**config.mk**
```make
export PLATFORM = sky130hd
export DESIGN_NAME = gs_ctrl
export DESIGN_NICKNAME = d
export VERILOG_FILES = /design/src/sv/gs_pkg.sv /design/src/sv/gs_ctrl.sv
export SDC_FILE = /design/constraint.sdc
export NUM_CORES = 1
export LEC_CHECK = 0
export ABC_AREA = 1
export ABC_CLOCK_PERIOD_IN_PS = 1400
export BUFFER_PORTS_ARGS = -buffer_cell sky130_fd_sc_hd__buf_2
export CAP_MARGIN = 20
export CORE_MARGIN = 4
export CORE_UTILIZATION = 45
export CTS_BUF_LIST = sky130_fd_sc_hd__clkbuf_2
export DETAILED_ROUTE_END_ITERATION = 8
export HOLD_SLACK_MARGIN = 0.02
export PLACE_DENSITY_LB_ADDON = 0.05
export SLEW_MARGIN = 10
export SYNTH_ARGS = -nofsm -noshare
export SYNTH_HDL_FRONTEND = slang
export SYNTH_SLANG_ARGS = --single-unit
```
**constraint.sdc**
```tcl
create_clock -name clk -period 1.4 [get_ports clk]
set_input_delay 0.07 -clock clk [delete_from_list [all_inputs] [get_ports clk]]
set_output_delay 0.07 -clock clk [all_outputs]
set_load 0.005 [all_outputs]
```
**src/sv/gs_pkg.sv**
```systemverilog
`timescale 1ns / 1ps
// ----------------------------------------------------------------------------
// gs_pkg
// Shared types, codes and fixed-point helpers of the Gauss-Seidel solver.
// ----------------------------------------------------------------------------
package gs_pkg;

  localparam int WORD_W  = 48;
  localparam int FRAC_W  = 24;
  localparam int HALF_W  = WORD_W / 2;
  localparam int PROD_W  = 2 * WORD_W;
  localparam int QUO_W   = WORD_W + FRAC_W;
  localparam int DCNT_W  = $clog2(QUO_W);
  localparam int KIND_W  = 2;
  localparam int CIDX_W  = 2;
  localparam int DIM_W   = 9;
  localparam int ITER_W  = 16;
  localparam int TOL_W   = 25;
  localparam int CFG_W   = 25;

  localparam logic signed [WORD_W-1:0] WMAX = {1'b0, {(WORD_W-1){1'b1}}};
  localparam logic signed [WORD_W-1:0] WMIN = {1'b1, {(WORD_W-1){1'b0}}};

  // partial product selects: coefficient half, then solution half
  localparam logic [1:0] MUL_LL = 2'd0;
  localparam logic [1:0] MUL_LH = 2'd1;
  localparam logic [1:0] MUL_HL = 2'd2;
  localparam logic [1:0] MUL_HH = 2'd3;

  typedef enum logic [KIND_W-1:0] {
    KIND_COEF  = 2'd0,
    KIND_RHS   = 2'd1,
    KIND_SOLVE = 2'd2,
    KIND_READ  = 2'd3
  } kind_t;

  typedef enum logic [CIDX_W-1:0] {
    CFG_DIM  = 2'd0,
    CFG_ITER = 2'd1,
    CFG_TOL  = 2'd2
  } cfg_idx_t;

  typedef enum logic [4:0] {
    ST_IDLE, ST_READ_WAIT, ST_CLEAR, ST_SWEEP_CHK, ST_ROW_FETCH, ST_ROW_LOAD,
    ST_J_FETCH, ST_J_EXEC, ST_MUL1, ST_MUL2, ST_MUL3, ST_ACC, ST_DIV_INIT,
    ST_DIV_STEP, ST_DIV_FIN, ST_ROW_DONE, ST_SWEEP_END, ST_DONE
  } state_t;

  typedef struct packed {
    logic       rd_host;
    logic       load_coef;
    logic       load_rhs;
    logic       accept_read;
    logic       start;
    logic       clr_step;
    logic       sweep_start;
    logic       sum_load;
    logic       j_capture;
    logic       j_next;
    logic       mul_en;
    logic [1:0] mul_sel;
    logic       acc_sub;
    logic       div_init;
    logic       div_step;
    logic       div_fin;
    logic       row_done;
    logic       i_next;
    logic       k_inc;
    logic       out_load;
    logic       out_sel;
  } cmd_t;

  typedef struct packed {
    logic clr_last;
    logic k_at_max;
    logic j_is_diag;
    logic j_last;
    logic i_last;
    logic diag_zero;
    logic div_last;
    logic converged;
  } sts_t;

  function automatic logic signed [WORD_W-1:0] sat_sub(
      input logic signed [WORD_W-1:0] a,
      input logic signed [WORD_W-1:0] b);
    logic signed [WORD_W:0] d;
    d = {a[WORD_W-1], a} - {b[WORD_W-1], b};
    if (d[WORD_W] != d[WORD_W-1]) sat_sub = d[WORD_W] ? WMIN : WMAX;
    else sat_sub = d[WORD_W-1:0];
  endfunction

  // arithmetic shift by the fraction width, then clamp to the word
  function automatic logic signed [WORD_W-1:0] sat_prod(
      input logic signed [PROD_W-1:0] p);
    logic [PROD_W-FRAC_W-WORD_W:0] top;
    top = p[PROD_W-1:FRAC_W+WORD_W-1];
    if ((&top) || !(|top)) sat_prod = p[FRAC_W+WORD_W-1:FRAC_W];
    else sat_prod = p[PROD_W-1] ? WMIN : WMAX;
  endfunction

endpackage

```
**src/sv/gs_ctrl.sv**
```systemverilog
`timescale 1ns / 1ps
// ----------------------------------------------------------------------------
// gs_ctrl
// Sequencer of the solver: request handshake, sweeps, rows, products, divide.
// ----------------------------------------------------------------------------
module gs_ctrl (
  input  logic                      clk,
  input  logic                      rst_n,
  input  logic                      in_valid,
  input  logic [gs_pkg::KIND_W-1:0] in_kind,
  output logic                      in_stall,
  output logic                      out_valid,
  input  logic                      out_stall,
  input  gs_pkg::sts_t              sts,
  output gs_pkg::cmd_t              cmd
);

  gs_pkg::state_t state_r, state_nxt;
  logic           out_valid_r, out_valid_nxt;
  logic           gives_result;
  logic           in_acc;

  always_ff @(posedge clk) begin
    if (!rst_n) begin
      state_r     <= gs_pkg::ST_IDLE;
      out_valid_r <= 1'b0;
    end else begin
      state_r     <= state_nxt;
      out_valid_r <= out_valid_nxt;
    end
  end

  // loads never wait on the result register
  assign gives_result = (in_kind == gs_pkg::KIND_SOLVE) || (in_kind == gs_pkg::KIND_READ);
  assign in_stall     = (state_r != gs_pkg::ST_IDLE) || (gives_result && out_valid_r);
  assign in_acc       = in_valid && !in_stall;
  assign out_valid    = out_valid_r;

  always_comb begin
    state_nxt = state_r;
    cmd       = '0;
    unique case (state_r)
      gs_pkg::ST_IDLE: begin
        cmd.rd_host = 1'b1;
        if (in_acc) begin
          unique case (gs_pkg::kind_t'(in_kind))
            gs_pkg::KIND_COEF: cmd.load_coef = 1'b1;
            gs_pkg::KIND_RHS:  cmd.load_rhs  = 1'b1;
            gs_pkg::KIND_SOLVE: begin
              cmd.start = 1'b1;
              state_nxt = gs_pkg::ST_CLEAR;
            end
            gs_pkg::KIND_READ: begin
              cmd.accept_read = 1'b1;
              state_nxt       = gs_pkg::ST_READ_WAIT;
            end
            default: ;
          endcase
        end
      end
      gs_pkg::ST_READ_WAIT: begin
        cmd.out_load = 1'b1;
        cmd.out_sel  = 1'b1;
        state_nxt    = gs_pkg::ST_IDLE;
      end
      gs_pkg::ST_CLEAR: begin
        cmd.clr_step = 1'b1;
        if (sts.clr_last) state_nxt = gs_pkg::ST_SWEEP_CHK;
      end
      gs_pkg::ST_SWEEP_CHK: begin
        if (sts.k_at_max) begin
          state_nxt = gs_pkg::ST_DONE;
        end else begin
          cmd.sweep_start = 1'b1;
          state_nxt       = gs_pkg::ST_ROW_FETCH;
        end
      end
      gs_pkg::ST_ROW_FETCH: state_nxt = gs_pkg::ST_ROW_LOAD;
      gs_pkg::ST_ROW_LOAD: begin
        cmd.sum_load = 1'b1;
        state_nxt    = gs_pkg::ST_J_EXEC;
      end
      gs_pkg::ST_J_FETCH: state_nxt = gs_pkg::ST_J_EXEC;
      gs_pkg::ST_J_EXEC: begin
        if (sts.j_is_diag) begin
          cmd.j_capture = 1'b1;
          if (sts.j_last) begin
            state_nxt = gs_pkg::ST_DIV_INIT;
          end else begin
            cmd.j_next = 1'b1;
            state_nxt  = gs_pkg::ST_J_FETCH;
          end
        end else begin
          cmd.mul_en  = 1'b1;
          cmd.mul_sel = gs_pkg::MUL_LL;
          state_nxt   = gs_pkg::ST_MUL1;
        end
      end
      gs_pkg::ST_MUL1: begin
        cmd.mul_en  = 1'b1;
        cmd.mul_sel = gs_pkg::MUL_LH;
        state_nxt   = gs_pkg::ST_MUL2;
      end
      gs_pkg::ST_MUL2: begin
        cmd.mul_en  = 1'b1;
        cmd.mul_sel = gs_pkg::MUL_HL;
        state_nxt   = gs_pkg::ST_MUL3;
      end
      gs_pkg::ST_MUL3: begin
        cmd.mul_en  = 1'b1;
        cmd.mul_sel = gs_pkg::MUL_HH;
        state_nxt   = gs_pkg::ST_ACC;
      end
      gs_pkg::ST_ACC: begin
        cmd.acc_sub = 1'b1;
        if (sts.j_last) begin
          state_nxt = gs_pkg::ST_DIV_INIT;
        end else begin
          cmd.j_next = 1'b1;
          state_nxt  = gs_pkg::ST_J_FETCH;
        end
      end
      gs_pkg::ST_DIV_INIT: begin
        cmd.div_init = 1'b1;
        state_nxt    = sts.diag_zero ? gs_pkg::ST_ROW_DONE : gs_pkg::ST_DIV_STEP;
      end
      gs_pkg::ST_DIV_STEP: begin
        cmd.div_step = 1'b1;
        if (sts.div_last) state_nxt = gs_pkg::ST_DIV_FIN;
      end
      gs_pkg::ST_DIV_FIN: begin
        cmd.div_fin = 1'b1;
        state_nxt   = gs_pkg::ST_ROW_DONE;
      end
      gs_pkg::ST_ROW_DONE: begin
        cmd.row_done = 1'b1;
        if (sts.i_last) begin
          state_nxt = gs_pkg::ST_SWEEP_END;
        end else begin
          cmd.i_next = 1'b1;
          state_nxt  = gs_pkg::ST_ROW_FETCH;
        end
      end
      gs_pkg::ST_SWEEP_END: begin
        if (sts.converged) begin
          state_nxt = gs_pkg::ST_DONE;
        end else begin
          cmd.k_inc = 1'b1;
          state_nxt = gs_pkg::ST_SWEEP_CHK;
        end
      end
      gs_pkg::ST_DONE: begin
        cmd.out_load = 1'b1;
        state_nxt    = gs_pkg::ST_IDLE;
      end
      default: state_nxt = gs_pkg::ST_IDLE;
    endcase
  end

  always_comb begin
    out_valid_nxt = out_valid_r;
    if (out_valid_r && !out_stall) out_valid_nxt = 1'b0;
    if (cmd.out_load) out_valid_nxt = 1'b1;
  end

  a_accept_idle: assert property (@(posedge clk) disable iff (!rst_n)
    in_acc |-> state_r == gs_pkg::ST_IDLE)
    else $error("request accepted outside idle");

  a_load_empty: assert property (@(posedge clk) disable iff (!rst_n)
    cmd.out_load |-> !out_valid_r)
    else $error("result register overwritten");

  a_no_write_idle: assert property (@(posedge clk) disable iff (!rst_n)
    state_r == gs_pkg::ST_IDLE |-> !cmd.clr_step && !cmd.row_done)
    else $error("solution write while idle");

  a_conv_done: assert property (@(posedge clk) disable iff (!rst_n)
    state_r == gs_pkg::ST_SWEEP_END && sts.converged |=> state_r == gs_pkg::ST_DONE)
    else $error("converged sweep did not finish");

endmodule

```
==> Word level (Yosys, flattened, before mapping) <==
Cells that the tools add are included.
{ "word_totals": {"in_bits": 14, "mem_bits_ro": 0, "n_memories": 0, "out_inout_bits": 24, "ff_bits": 6, "ramBits": 0, "latchBits": 0} }
{ "op_classes": {"eq_ne": 24, "n_mux": 39, "bitwise_logic": 0, "div_mod_pow": 0, "mul": 0, "n_shift": 0, "reduce_logical": 14, "addsub": 0, "order_cmp": 0} }
{ "ops": {"columns": ["cell", "count"], "rows": [
  ["5-bit case mux with 15 select lines", 1],
  ["5-bit by 4-bit equality test with 1-bit output (second input constant)", 8],
  ["5-bit two-way mux", 7],
  ["1-bit two-way mux", 21],
  ["5-bit by 3-bit equality test with 1-bit output (second input constant)", 4],
  ["4-bit two-way mux", 3],
  ["3-bit case mux with 4 select lines", 1],
  ["5-bit by 2-bit equality test with 1-bit output (second input constant)", 2],
  ["5-bit equality test (second input constant)", 2],
  ["5-bit case mux with 2 select lines", 1],
  ["2-bit two-way mux", 3],
  ["2-bit inequality test (second input constant)", 3],
  ["5-bit by 1-bit equality test with 1-bit output (second input constant)", 1],
  ["5-bit zero test", 1],
  ["5-bit nonzero test", 1],
  ["2-bit equality test (second input constant)", 2],
  ["4-bit AND reduction", 1],
  ["2-bit OR reduction", 2],
  ["1-bit logical AND", 3],
  ["3-bit two-way mux", 1],
  ["3-bit inequality test (second input constant)", 1],
  ["2-bit by 1-bit equality test with 1-bit output (second input constant)", 1],
  ["1-bit zero test", 2],
  ["2-bit zero test", 1],
  ["3 further kinds", 4]
]} }

==> Longest topological paths before layout <==
Gate-level depths: netlist (run 1).
{ "depth": {"ltp_word": 8, "ltp_mapped": 9, "ltp_nobuf": 9} }

==> Least setup slack after synthesis (run 1) <==
Ideal clock, no wire load.
{ "synth_path": {"path_type": "flip-flop to output port", "start": "register state_r[0]", "end": "output cmd[19] (netlist bit)", "path_stages_with_launch": 6, "path_buffers": 0, "setup_slack_ps": 203, "t_arrival_ps": 1127, "cell_sequence": "dfxtp_1 -> nor2_4 -> nand2_2 -> nor2_4 -> nand3_1 -> nor3b_1"} }
{ "synth_lines": {"columns": ["item", "line_no", "text"], "rows": [
  ["start: declaration", "gs_ctrl.sv:18", "gs_pkg::state_t state_r, state_nxt;"],
  ["start signal: assignment", "gs_ctrl.sv:25", "state_r <= gs_pkg::ST_IDLE;"],
  ["start signal: assignment", "gs_ctrl.sv:28", "state_r <= state_nxt;"],
  ["end: declaration", "gs_ctrl.sv:15", "output gs_pkg::cmd_t cmd"]
]} }

==> results by group, run 1 <==
Status
  • Status: finished with violations
  • Failing checks: setup timing

Floorplanning
  • Row cnt: 13
  • Die outline width: 46.86 um
  • Die footprint: 2195 sq um
  • I/O pin total: 38
  • Starting Density: 49.73%
  • Core area: 1366 sq um
  • Die span in y: 46.86 um

Placement
  • Placement Setup Slack: 51.65 ps
  • Hpwl dp: roughly 1700 um
  • Port bufs: 37
  • Area post-placement: 905.9 sq um
  • Final GP Congestion: 0.9032

Worst hold path
  • Worst Hold Class: primary input to flip-flop

Setup path
  • Crit path DAT: 1430 ps
  • Buf+Inv Stages, Crit Path: 2
  • Crit Path Category: flip-flop to output pin
  • Crit path max-delay family: simple AND/OR/NAND/NOR gates
  • Largest stage delay on the critical path: between 300 and 400 ps
  • Crit. End Element: output pin
  • Worst path required time: approximately 1300 ps
  • Worst path cell trace: nor2_4 -> inv_4 -> nor2_4 -> nand3_4 -> nor3b_2 -> buf_2
  • Top cell by count, worst path: nor2_4
  • Crit start category: flip-flop
  • Slowest cell on the critical path: dfxtp_4
  • Max Fanout on Critical Path: 4

Clock network
  • Clock buffer depth: 2
  • TritonCTS buffer count: 3
  • H-tree Lvls: 1
  • Clock Tree Root: clkbuf_2
  • CTS tree: yes
  • Clock Sinks: 6
  • Worst-Skew Late Latency: 240 ps
  • Post-CTS Hold Fix Bufs: 0
  • CTS clk-pin slew, worst paths: 70 ps

Global route
  • Antenna violations before repair: 0
  • Largest net degree at the start of global routing: 7
  • Total grt overflow: 0
  • GR Util All Layers: 23.08%
  • First-pass GRT wire length: 3553 um
  • Vias in the first global route: ~840

Timing
  • Worst Skew: 2.160 ps
  • Min Tclk post-route: 1495 ps
  • Final Slew Violations: 0
  • Slew at the pin with the worst max-slew slack: ~260 ps
  • Max_slew headroom: 82.25%
  • F_max: 0.6688 GHz
  • Fin. Hold Viols: 0
  • Setup violators final: 9
  • Period utilization: 106.8%
  • Fin worst setup slack: -95.32 ps
  • Setup TNS: -528.6 ps
  • Setup repair after global routing missed its margin: true

Layout
  • Area Growth Syn to Fin: 59.67%
  • Fillers: 99
  • Antenna cells: 0
  • Layout cells sized above 1: 49.71%
  • Nets: 191
  • Final instance area: 1085 sq um

Run
  • Max Cap Viol: 0

Detailed routing
  • Post-route DRC: 0
  • Drt pass-1 iters: 4
  • Routed wire length: 2557 um
  • Wire per inst: 13.46 um
  • Vias per cell: 5.347
  • Drt initial violations: 47
  • Vias: 1016
  • Antenna viol nets, final: 0

Yosys
  • Synth Warn #: 0
  • Sequential area share after synthesis: 17.68%
  • Syn Std Cell Area: 679.4 sq um
  • Post-Syn Nets: 135
  • Count of cell types in the netlist: 20
  • Syn Area/Cell: 5.615 sq um
  • Synthesized flop and latch total: 6
  • Mapped Cells: 121

Power and ir drop
  • Post-route total power: around 660 uW
  • Leakage: 0.0006554 uW
  • PD cells: 604.9 nW/um^2
  • Maximum vdd drop: 0.4299 mV
power by group:
part           internal [uW]  switching [uW]  leakage (uW)  total (uW)
logic                    152             181      0.000591         332
registers                177            14.3     0.0000517         192
clock network           58.3            73.8     0.0000125         132
total                    387             269      0.000655         656
cell families after synthesis:
logic type	after synthesis	synth area share, %
buffers and inverters	27	15.47
AOI/OAI and AO/OA	13	10.13
DFF	6	17.68
and+or+nand+nor	75	56.72
routing by layer:
layer	vias to the layer above	global-route usage (%)	share of wire (%)
met4	0	11.60	3.1
met5	-	0	0
li1	494	-	-
met3	11	5.364	10
met1	443	28.86	40
met2	68	36.86	47
tightest hold or removal path: stages:
cell and delay [ps]:
buf_2 80, o21ai_0 70, inv_1 50
final timing paths:
| check | startpoint | to | slack, ps | cells after the start |
|---|---|---|---|---|
| setup / recovery | state_r[3]$_SDFFE_PN0P_ | cmd[19] | -100 | 6 |
| hold / removal | rst_n | state_r[4]$_SDFFE_PN0P_ | 70 | 3 |
| setup reg to reg | state_r[3]$_SDFFE_PN0P_ | state_r[0]$_SDFFE_PN0P_ | -60 | 11 |
| hold reg to reg | out_valid$_SDFFE_PN0P_ | out_valid$_SDFFE_PN0P_ | 520 | 2 |
cells in the final DEF, fill, tap and decap left out, types with 3 or more instances in the layout:
cell	instances
buf_2	37
nand2_1	22
inv_1	20
nor2_1	17
buf_4	15
nor2_4	7
o21ai_0	6
nand3_1	6
inv_2	5
a21oi_1	5
nand4_1	4
dfxtp_4	4
nand2_2	3
nor3_2	3
nor3_1	3
clkbuf_2	3
cells in the mapped netlist:
library cell  number  area [sq um]
o2bb2ai_1          1         8.760
inv_2              4         15.01
nand4_1            4         25.02
nand2_1           23         86.33
nor3b_1            3         22.52
buf_4              1         7.510
inv_1             22         82.58
dfxtp_1            6         120.1
nand3_2            2         20.02
nor3_2             1         10.01
nor2_1            21         78.83
a21oi_1            6         30.03
nor2_2             1         6.260
nand3_1            7         35.03
nor3_1             5         25.02
nor2_4             4         45.04
nand2_4            1         11.26
o21ai_0            6         30.03
nand3b_1           1         7.510
nand2_2            2         12.51
sequential cells by signal (all words and copies together) (netlist names):
name,cells
out_valid,1
state_r,5
area by class of cell:
cell class	count	area [sq um]	area share [%]
clock buffers	3	15.01	1.384
multi-input cells	88	518.0	47.75
well taps	15	18.77	1.730
flip-flops and latches	6	135.1	12.46
inverters	26	100.1	9.227
repair buffers	52	297.8	27.45
through the flow:
stage                     hold slack, ps  util, %  cells
after floorplan                    174.2        -    121
after detailed placement           314.6    66.30    176
after CTS                          72.26    73.53    186
after global routing               92.03    79.40    190
after global placement             303.8    66.30    176
final                              68.94    79.40    190
timing repair:
| action | in CTS | in global routing |
|---|---|---|
| setup endpoints to repair | 9 | 20 |
| setup buffers | 7 | 4 |
| pin swaps | 4 | 7 |
| gates resized for setup | 9 | 17 |
Power figures use the tool's default switching activity.
==> inputs of run 2 (changes only) <==
--- a/config.mk
+++ b/config.mk
@@ -5,12 +5,11 @@
 export SDC_FILE = /design/constraint.sdc
 export NUM_CORES = 1
 export LEC_CHECK = 0
-export ABC_AREA = 1
 export ABC_CLOCK_PERIOD_IN_PS = 1400
 export BUFFER_PORTS_ARGS = -buffer_cell sky130_fd_sc_hd__buf_2
 export CAP_MARGIN = 20
 export CORE_MARGIN = 4
-export CORE_UTILIZATION = 45
+export CORE_UTILIZATION = 44
 export CTS_BUF_LIST = sky130_fd_sc_hd__clkbuf_2
 export DETAILED_ROUTE_END_ITERATION = 8
 export HOLD_SLACK_MARGIN = 0.02
==> run 2 against run 1 <==
  * The flow now stops in global routing (5_1_grt)
  * Synthesized area shrank 2.9%
  * Synthesized cell count fell by 18%
==> results by group, run 2 <==
Yosys
  • Synth Warn #: 0 (unchanged)
  • Count of cell types in the netlist: 36 (+80%)
  • Xor/xnor share of the synthesized area: 1.328% (+1.3 points)
  • Largest family of logic cells by synthesized area: simple AND/OR/NAND/NOR gates
  • Simple-Gate Fraction of Synth Area: 46.87% (-9.9 points)
  • Syn Std Cell Area: 659.4 sq um (-2.9%)
  • Synthesized flop and latch total: 6 (unchanged)
  • Sequential area share after synthesis: 18.22% (+0.54 points)
  • Post-synthesis adder-cell area fraction: 0% (unchanged)
  • Most used DFF post-synth: dfxtp_1
  • Synth Area in Compound Gates: 22.39% (+12 points)
  • Mapped Cells: 99 (-18%)
  • Top-area cell type share of the netlist area: 18.22% (+0.54 points)
  • Syn Area/Cell: 6.660 sq um (+19%)
  • Number of synthesized flops with an enable pin: 0 (unchanged)
  • Post-synth top area cell: dfxtp_1
  • Top cells by area, synth: dfxtp_1 (18%), nor3_1 (9.1%), nor2_1 (6.8%)
  • Fraction of registers with async set or reset after synthesis: 0% (unchanged)
  • Synth top cells by count: nor2_1 (12), nor3_1 (12), nand2_1 (11)
  • Post-Syn Nets: 113 (-16%)
  • Mux cell area share after synthesis: 0% (unchanged)

Placement
  • Placement Setup Slack: -96.92 ps (-148.6 ps)
  • Port bufs: 37 (unchanged)
  • Hpwl dp: 1770 um (+1.5%)
  • Area post-placement: 1007 sq um (+11%)
  • Final GP Congestion: 0.9021 (-0.12%)

Clock network
  • Clock Sinks: 6 (unchanged)
  • Clock Tree Root: clkbuf_2
  • H-tree Lvls: 1 (unchanged)
  • Clock buffer depth: 2 (unchanged)
  • TritonCTS buffer count: 3 (unchanged)
  • Post-CTS Hold Fix Bufs: 0 (unchanged)

Global route
  • Antenna violations before repair: 0
  • Largest net degree at the start of global routing: 15

Timing
  • Worst-path end type: top-level output
  • Worst endpoint after global-route timing repair: cmd[17]

Floorplanning
  • Die outline width: 46.71 um (-0.31%)
  • Starting Density: 48.84% (-0.88 points)
  • I/O pin total: 38 (unchanged)
  • Die span in y: 46.71 um (-0.31%)
  • Row cnt: 13 (unchanged)

Status
  • Error message: [ERROR DPL-0033] detailed placement checks failed during check placement.
  • Failing step: global routing (5_1_grt)
  • Status: aborted with a tool error
==> run 2: cell types whose count changed after synthesis, sizes merged, moves of 3 or more <==
cell    change
nand3b      +3
nand2      -15
nor3        +7
nand2b      +3
buf         +4
clkbuf      +3
nor2       -14
nand4       -3
inv        -19
nor4b       +3
nand3       -6
==> run 2: logic make-up after synthesis <==
logic type             count (synthesis)
buffers and inverters                 15
AND/OR/NAND/NOR                       56
XOR/XNOR                               1
AO/OA/AOI/OAI                         21
flip-flops                             6
==> run 2: timing repair <==
item,in CTS
buffers inserted,5
pin swaps,6
resized for setup,28
setup endpoints to repair,21
gates cloned,0
==> run 2: per-stage QoR <==
stage	cells	hold slack (ps)
after floorplan	99	166.5
after global placement	166	312.0
after detailed placement	166	308.8
after CTS	173	98.62
==> inputs of run 3 (changes only) <==
--- a/config.mk
+++ b/config.mk
@@ -8,12 +8,10 @@
 export ABC_CLOCK_PERIOD_IN_PS = 1400
 export BUFFER_PORTS_ARGS = -buffer_cell sky130_fd_sc_hd__buf_2
 export CAP_MARGIN = 20
-export CORE_MARGIN = 4
-export CORE_UTILIZATION = 44
-export CTS_BUF_LIST = sky130_fd_sc_hd__clkbuf_2
+export CORE_AREA = 4 4 65 67
 export DETAILED_ROUTE_END_ITERATION = 8
-export HOLD_SLACK_MARGIN = 0.02
-export PLACE_DENSITY_LB_ADDON = 0.05
+export DIE_AREA = 0 0 69 71
+export PLACE_DENSITY_LB_ADDON = 0.15
 export SLEW_MARGIN = 10
 export SYNTH_ARGS = -nofsm -noshare
 export SYNTH_HDL_FRONTEND = slang
==> run 3 against run 2 <==
  * The flow now finishes, with violations (setup timing)
  * Synthesized area stayed put
  * Synthesized cell count stayed put
==> results by group, run 3 <==
Status
  • Status: finished with violations
  • Failing checks: setup timing

Global route
  • Antenna violations before repair: 0
  • GR Util All Layers: 10.84%
  • Largest net degree at the start of global routing: 15
  • Total grt overflow: 0
  • First-pass GRT wire length: 4353 um
  • Vias in the first global route: 957

Detailed routing
  • Routed wire length: 2620 um
  • Drt pass-1 iters: 2
  • Post-route DRC: 0
  • Wire per inst: 12.97 um
  • Vias: between 900 and 1000
  • Antenna viol nets, final: 0
  • Vias per cell: around 4.6
  • Drt initial violations: 31

Clock network
  • Post-CTS Hold Fix Bufs: 0 (unchanged)
  • CTS clk-pin slew, worst paths: 40 ps
  • CTS tree: yes
  • Clock Tree Root: clkbuf_8
  • H-tree Lvls: 1 (unchanged)
  • TritonCTS buffer count: 3 (unchanged)
  • Clock buffer depth: 2 (unchanged)
  • Clock Sinks: 6 (unchanged)
  • Worst-Skew Late Latency: 230 ps

Power and ir drop
  • Leakage: 0.0005628 uW
  • Maximum vdd drop: 0.1700 mV
  • PD cells: 567.2 nW/um^2

Layout
  • Nets: between 150 and 200
  • Max reg flops: 5
  • Biggest register: state_r
  • Most common cell after layout, fill and taps aside: buf_2
  • Antenna cells: 0
  • Most frequent cells in the layout: buf_2 (36), buf_4 (16), nor2_1 (8), nand2_1 (8)
  • Fillers: 420
  • Layout cells sized above 1: about three fifths
  • Area Growth Syn to Fin: 92.79%

Yosys
  • Number of synthesized flops with an enable pin: 0 (unchanged)
  • Synth top cells by count: nor2_1 (12), nor3_1 (12), nand2_1 (11)
  • Fraction of registers with async set or reset after synthesis: 0% (unchanged)
  • Post-synth top area cell: dfxtp_1
  • Post-Syn Nets: 113 (unchanged)
  • Mapped Cells: 99 (unchanged)
  • Mux cell area share after synthesis: 0% (unchanged)
  • Post-synthesis adder-cell area fraction: 0% (unchanged)
  • Xor/xnor share of the synthesized area: 1.328% (unchanged)
  • Most used DFF post-synth: dfxtp_1
  • Synth Area in Compound Gates: 22.39% (unchanged)
  • Syn Area/Cell: 6.660 sq um (unchanged)
  • Simple-Gate Fraction of Synth Area: 46.87% (unchanged)
  • Syn Std Cell Area: 659.4 sq um (unchanged)
  • Top-area cell type share of the netlist area: 18.22% (unchanged)
  • Sequential area share after synthesis: 18.22% (unchanged)
  • Synthesized flop and latch total: 6 (unchanged)
  • Largest family of logic cells by synthesized area: simple AND/OR/NAND/NOR gates
  • Top cells by area, synth: dfxtp_1 (18%), nor3_1 (9.1%), nor2_1 (6.8%)
  • Count of cell types in the netlist: 36 (unchanged)
  • Synth Warn #: 0 (unchanged)

Timing
  • Period utilization: 117.5%
  • Final Hold Slack: 96.02 ps
  • Worst Skew: 2.382 ps
  • Setup repair after global routing missed its margin: true
  • Slew at the pin with the worst max-slew slack: 313.5 ps
  • Fin worst setup slack: -244.6 ps
  • Setup violators final: 11
  • Min Tclk post-route: 1645 ps
  • Final Slew Violations: 0
  • F_max: approximately 0.61 GHz
  • Max_slew headroom: 78.56%
  • Setup TNS: -1493 ps
  • Fin. Hold Viols: 0

Floorplanning
  • Die span in y: 71 um (+52%)
  • Core area: 3633 sq um
  • Row cnt: 22 (+9)
  • Die footprint: just under 5000 sq um
  • Starting Density: 18.15% (-31 points)
  • I/O pin total: 38 (unchanged)
  • Die outline width: 69 um (+48%)

Setup path
  • Worst path required time: 1330 ps
  • Crit Path Category: flip-flop to output pin
  • Max Fanout on Critical Path: 3
  • Crit start category: flip-flop
  • Slowest cell on the critical path: or3_4
  • Crit path DAT: 1570 ps
  • Crit. End Element: output pin
  • Worst path cell trace: or3_4 -> nor3_4 -> nand2_2 -> nor4b_2 -> buf_2
  • Largest stage delay on the critical path: 410 ps

Placement
  • Final GP Congestion: 0.8472 (-6.1%)
  • Hpwl dp: 2032 um (+15%)
  • Port bufs: 37 (unchanged)

Worst hold path
  • Worst Hold Class: primary input to flip-flop

Run
  • Max Cap Viol: 0
run 3: what timing repair did:
action                                 CTS  global route
resized for setup                       23            18
pin swaps                                3             2
setup endpoints to repair               21            22
setup buffers                            2             2
endpoints found under the hold margin    0             0
run 3: final timing paths:
kind                      startpoint                      end  slack [ps]  cells after the start
min reg2reg   out_valid$_SDFFE_PN0P_   out_valid$_SDFFE_PN0P_         520                      2
max reg2reg  state_r[3]$_SDFFE_PN0P_  state_r[0]$_SDFFE_PN0P_        -210                      5
min                            rst_n  state_r[0]$_SDFFE_PN0P_         100                      3
max          state_r[3]$_SDFFE_PN0P_                  cmd[17]        -240                      5
run 3: routing by layer:
metal | up-vias | GRT usage (%) | part of all wire [%] | wire (um)
li1 | 468 | - | - | -
met1 | 431 | 12.04 | 43 | 1128
met2 | 23 | 18.96 | 49 | 1292
met3 | 5 | 2.699 | 5.2 | 137
met4 | 0 | 5.857 | 2.3 | 61
met5 | - | 0 | 0 | 0
run 3: metrics by stage:
stage	instance area (sq um)	worst slack (ps)	utilization, %	power, uW	cells
3_5_place_dp	1018	-104.4	28.03	409.4	195
3_3_place_gp	1018	-65.38	28.03	411.2	195
2_1_floorplan	665.6	-102.1	-	302.8	99
5_1_grt	1271	-322.0	34.99	759.0	202
4_1_cts	1187	-249.6	32.68	710.3	200
6_report	1271	-244.6	34.99	721.0	202
run 3: final cells by class:
| cell class | instances | area (sq um) | area share [%] |
|---|---|---|---|
| clock buffers | 3 | 41.29 | 3.248 |
| inverters | 7 | 26.28 | 2.067 |
| multi-input cells | 78 | 605.6 | 47.64 |
| flip-flops and latches | 6 | 131.4 | 10.33 |
| well taps | 48 | 60.06 | 4.724 |
| repair buffers | 60 | 406.6 | 31.99 |
run 3: worst max-delay path, delay by kind of cell, from the launching register on:
family,cells,cell delay [ps]
DFF,1,300
and+or+nand+nor,4,910
buffers and inverters,1,150
run 3: power breakdown:
group | internal, uW | leakage, uW | switching [uW]
combinational | 137 | 0.000490 | 123
clock | 185 | 0.0000216 | 79.8
sequential | 178 | 0.0000509 | 18.0
run 3: logic make-up (layout without fill, tap and decap cells):
logic type      count (synthesis)  count (layout)
compound gates                 21              21
simple gates                   56              56
xor+xnor                        1               1
buf+inv                        15              70
flops                           6               6
